**config.mk**
```make
export PLATFORM = sky130hd
export DESIGN_NAME = segi_div
export DESIGN_NICKNAME = d
export VERILOG_FILES = /design/src/hw/rtl/segi_div.sv
export SDC_FILE = /design/constraint.sdc
export NUM_CORES = 2
export LEC_CHECK = 0
export ABC_AREA = 0
export BUFFER_PORTS_ARGS = -buffer_cell sky130_fd_sc_hd__buf_2
export CAP_MARGIN = 20
export CORE_MARGIN = 5
export CORE_UTILIZATION = 50
export CTS_CLUSTER_SIZE = 28
export DETAILED_ROUTE_END_ITERATION = 6
export HOLD_SLACK_MARGIN = 0.03
export PLACE_DENSITY_LB_ADDON = 0.3
export SLEW_MARGIN = 20
export SYNTH_ARGS = -nofsm -noshare
export SYNTH_HDL_FRONTEND = slang
export SYNTH_SLANG_ARGS = --single-unit
```
**constraint.sdc**
```tcl
create_clock -name clock -period 3.2 [get_ports clock]
set_input_delay 0.64 -clock clock [delete_from_list [all_inputs] [get_ports clock]]
set_output_delay 0.64 -clock clock [all_outputs]
set_load 0.03 [all_outputs]
```
**src/hw/rtl/segi_div.sv**
```systemverilog
// Pipelined restoring divider, one quotient bit per register stage.
`default_nettype none

module segi_div #(
   parameter int QW = 24,
   parameter int VW = 35
) (
   input  wire logic             clock,
   input  wire logic [QW+VW-1:0] dividend,
   input  wire logic [VW-1:0]    divisor,
   output logic      [QW-1:0]    quotient
);

   // The upper dividend bits are known to be below the divisor, so the
   // quotient fits QW bits.
   logic [VW-1:0] rem_ff [QW-1];
   logic [QW-1:0] low_ff [QW];
   logic [VW-1:0] dvs_ff [QW-1];

   for (genvar s = 0; s < QW; s++) begin : g_step
      logic [VW-1:0] rem_prev;
      logic [VW-1:0] dvs_prev;
      logic [QW-1:0] low_prev;
      logic [VW:0]   trial;
      logic          ge;
      logic [QW-1:0] low_in;

      if (s == 0) begin : g_first
         assign rem_prev = dividend[QW+VW-1:QW];
         assign low_prev = dividend[QW-1:0];
         assign dvs_prev = divisor;
      end else begin : g_next
         assign rem_prev = rem_ff[s-1];
         assign low_prev = low_ff[s-1];
         assign dvs_prev = dvs_ff[s-1];
      end

      // Shift in the next dividend bit and compare against the divisor.
      always_comb begin
         trial  = {rem_prev, low_prev[QW-1]};
         ge     = (trial >= {1'b0, dvs_prev});
         low_in = {low_prev[QW-2:0], ge};
      end

      always_ff @(posedge clock) begin
         low_ff[s] <= low_in;
      end

      // Every step but the last hands its remainder and divisor onward.
      if (s < QW - 1) begin : g_carry
         logic [VW-1:0] rem_in;

         assign rem_in = ge ? VW'(trial - {1'b0, dvs_prev}) : trial[VW-1:0];

         always_ff @(posedge clock) begin
            rem_ff[s] <= rem_in;
            dvs_ff[s] <= dvs_prev;
         end
      end
   end

   // The low bits have been replaced by quotient bits after the last step.
   assign quotient = low_ff[QW-1];

endmodule

`default_nettype wire

```
# [Word-level counts from Yosys, hierarchy flattened]
# Memories as Yosys holds them, arrays and structs flattened.
# Index checks and enable logic that the tools add are counted.
[word_totals] ram_bits=2186 wordCells=73 memories=3 ff_bits=0 out_inout_bits=24
[op_classes] addsub=23 magnitude_cmp=24 muxes=23
[mem_list] name="dvs_ff" depth=23 width=35 read_ports=23 rd_clocked_by_memory_dff=0 write_ports=23 line_no="18" text="logic [VW-1:0] dvs_ff [QW-1];"
[mem_list] name="rem_ff" depth=23 width=35 read_ports=23 rd_clocked_by_memory_dff=0 write_ports=23 line_no="16" text="logic [VW-1:0] rem_ff [QW-1];"
[mem_list] name="low_ff" depth=24 width=24 read_ports=24 rd_clocked_by_memory_dff=0 write_ports=24 line_no="17" text="logic [QW-1:0] low_ff [QW];"
[ops] cell=">= comparator 36 x 35 -> 1 bit" n=24
[ops] cell="two-way mux 35 bit" n=23
[ops] cell="subtractor 35 bit" n=23

# [Longest topological paths before layout]
[depth] ltp_word=2 mapped_depth=15 mapped_depth_nobuf=13

# [Worst setup path before layout]
# Ideal clock, no wire load.
[synth_path] path_type="input -> register" start="input dividend[23]" end="memory rem_ff[0][29]" slack_ns=-0.206 required_ns=3.079 path_buffers=1 path_stages=12 t_arrival_ns=3.285 setup_ns=0.121 path_cell_list="inv_1 -> ha_1 -> fa_1 -> nor2b_1 -> o31a_1 -> o21ai_0 -> o21a_1 -> o21ai_0 -> a21oi_1 -> a21oi_2 -> buf_2 -> mux2_2"
[synth_rtl] element="start, declared" line_no="9" text="input wire logic [QW+VW-1:0] dividend,"
[synth_rtl] element="end, declared" line_no="16"

==> metrics <==
most common cell after layout, fill and taps aside dfxtp_1; Slew Limit Fails 0; main flop type after synthesis dfxtp_1; first-pass GRT wire length 433000 um; R2R Path Start dvs_ff[0][145]; vias in the first global route 80900; clock latency on the worst-skew pair 0.87 ns; Syn Nets 11500; beginning of the worst hold path dividend[44]; Worst slew margin 56.4%; worst hold slack 0.116 ns; Routed WL 286000 um; GRT overflow 0; slowest stage delay, CP 0.38 ns; Leakage 59.3 nW; First DRT Iteration DRCs 5548; Syn-to-layout area delta 28.5%; Comb power frac 55.7%; # setup viols final 80; Chip Width 453 um; crit-path cells inv_1 -> ha_1 -> a211oi_2 -> nor2_1 -> o41ai_4 -> a221oi_2 -> buf_4 -> o211ai_1 -> a31oi_2 -> a31o_2 -> a41oi_4 -> buf_12 -> buf_16 -> mux2i_4; CP delay by family, top compound AO/OA/AOI/OAI gates; placed cells 14300; max_cap viols 0; WP data arrival 4.23 ns; Final Util 64.6%; DRT antenna net count 0; clk root buf clkbuf_16; most frequent cells in the layout 2103 x dfxtp_1, 1318 x buf_4, 1027 x inv_1, 861 x nand2_1, 794 x ha_1; TNS Setup -5.00 ns; CP max-delay cell o41ai_4; post-route insts no fill 15000; worst path bufs/invs 4; Max clock buf depth 3; clock share of power 17.3%; crit path launch dvs_ff[0][145]; max frequency 290 MHz; netlist area before placement 98000 um^2; vias 80500; Final Hold Fails 0; failing checks setup timing; placed instance area 111000 um^2; largest net degree at the start of global routing 64; Startpoint Class flip-flop; final instance area 126000 um^2; Synth cell types 90; port buffer count 118; Sw Ratio 39.6%; async set-reset flop share out of synthesis 0%; GP Congestion 0.950; run status finished with violations; skew final 0.0514 ns; Initial Util 50.3%; min-delay worst type in -> reg; drt pass-1 iters 7; CP required 3.98 ns; clk sinks 2186; sequential area share after synthesis 44.7%; layout cells sized above 1 23.7%; Layout fillers 15700; CTS tree built; total I/O pin count 119; Worst-Margin Slew 0.648 ns; CP Capture Type flip-flop; Power per Cell Area 1220 nW/um^2; DIE HEIGHT 453 um; Nets 13100; TritonCTS Buffers 215; Mapped Avg Cell Area 9.27 um^2; Post-Syn Instances 10600; # DRC 0; Final HPWL DP 214000 um; fin crit share 108%; NetSw 60.9 mW; RSZ-0062 raised after global routing yes; Tmin final 3.45 ns; Synthesis Warnings 0; P_int 93.0 mW; FF-to-FF setup slack -0.25 ns; Final Power 154 mW; GRT Total Usage 26.4%; Rows 162; antenna violations before repair 2; Seq pwr share 27.0%; Yosys reg bits 2186; Core Region 195000 um^2; clk slew on worst S/H paths 0.06 ns; EDFF count, synth 0; H-tree level count 4; CP max FO 6; drt wl/cell 19.1 um; Avg Vias per Cell 5.37; Setup WS pre-CTS -0.674 ns; Setup Crit Path Kind reg -> reg; Max VDD drop 0.707 mV; final worst slack -0.245 ns; die area 205000 um^2
[synth_stat cells (all sizes together), types with 59 or more instances]
library cell  number  area share (%)
inv             1045             4.0
clkbuf           217            0.83
nor2b            108            0.69
ha               840              11
xor2             314             2.8
a21oi            891             4.6
nor3              96            0.49
nor2             520             2.0
mux2             251             3.0
o31ai             59            0.45
o21bai           100            0.77
buf               77            0.44
xnor2            400             3.6
nand4            138            0.88
dfxtp           2186              45
nand2b            89            0.57
nand3            151            0.77
a31oi            101            0.66
a211oi            66            0.51
nand2            897             3.4
and3              76            0.49
a21o             443             3.4
o21ai            808             4.1
o21a             104            0.80
[worst paths after layout]
kind	end	cells past startpoint
worst max-delay path	rem_ff[0][175]	14
worst min-delay path	rem_ff[0][21]	3
worst min register to register	low_ff[14][4]	0
worst max register to register	rem_ff[0][175]	14
[routing by layer]
| metal | part of all wire (%) | track usage (%) |
|---|---|---|
| met5 | 0 | 0 |
| met4 | 5.5 | 13.4 |
| met3 | 4.2 | 3.29 |
| met2 | 50 | 47.9 |
| met1 | 40 | 30.4 |
[state kept, by name (all words and copies together) (netlist names)]
signal / cells
dvs_ff: 805
low_ff: 576
rem_ff: 805
[power by group through the flow]
stage	clock network, mW	registers [mW]	logic [mW]
final	26.6	41.6	85.7
after global routing	28.3	42.3	93.1
after CTS	27.2	41.4	78.9
after detailed placement	0	41.8	72.6
after global placement	0	41.8	71.4
after floorplan	0	39.1	48.6
[cell families (layout without fill, tap and decap cells)]
logic type | Yosys count | count (layout) | share of synthesized area [%]
AND/OR/NAND/NOR | 2251 | 2251 | 10.5
flip-flops | 2186 | 2186 | 44.7
adder cells (fa/ha/maj) | 863 | 863 | 11.2
buffers and inverters | 1339 | 3110 | 5.27
other | 0 | 3 | 0
AO/OA/AOI/OAI | 2946 | 2949 | 18.7
XOR/XNOR | 714 | 714 | 6.38
multiplexers | 278 | 278 | 3.25
[worst reg2reg max path, stage by stage, from the launching register on]
cell and delay (ns):
dfxtp_2 0.36, inv_1 0.05, ha_1 0.31, a211oi_2 0.21, nor2_1 0.11, o41ai_4 0.38, a221oi_2 0.10, buf_4 0.17
o211ai_1 0.28, a31oi_2 0.17, a31o_2 0.30, a41oi_4 0.25, buf_12 0.21, buf_16 0.17, mux2i_4 0.29
[layout make-up]
type                    instances  area, um^2  share of cell area (%)
diodes                          3        7.51                 0.00596
flip-flops and latches       2186       43900                    34.9
inverters                    1045        3930                    3.12
clock inverters               119        1690                    1.34
well taps                    2624        3280                    2.61
multi-input cells            7055       52900                    42.0
clock buffers                 280        5960                    4.74
repair buffers               1666       14200                    11.3
[timing repair]
| action | CTS | global route |
|---|---|---|
| pin swaps | 131 | 227 |
| gates resized for setup | 451 | 681 |
| setup endpoints to repair | 579 | 761 |
| setup buffers | 73 | 85 |
| hold endpoints to repair | 76 | 0 |
| hold buffers | 76 | 0 |
| cloned | 31 | 35 |
(Power assumes the default switching activity.)
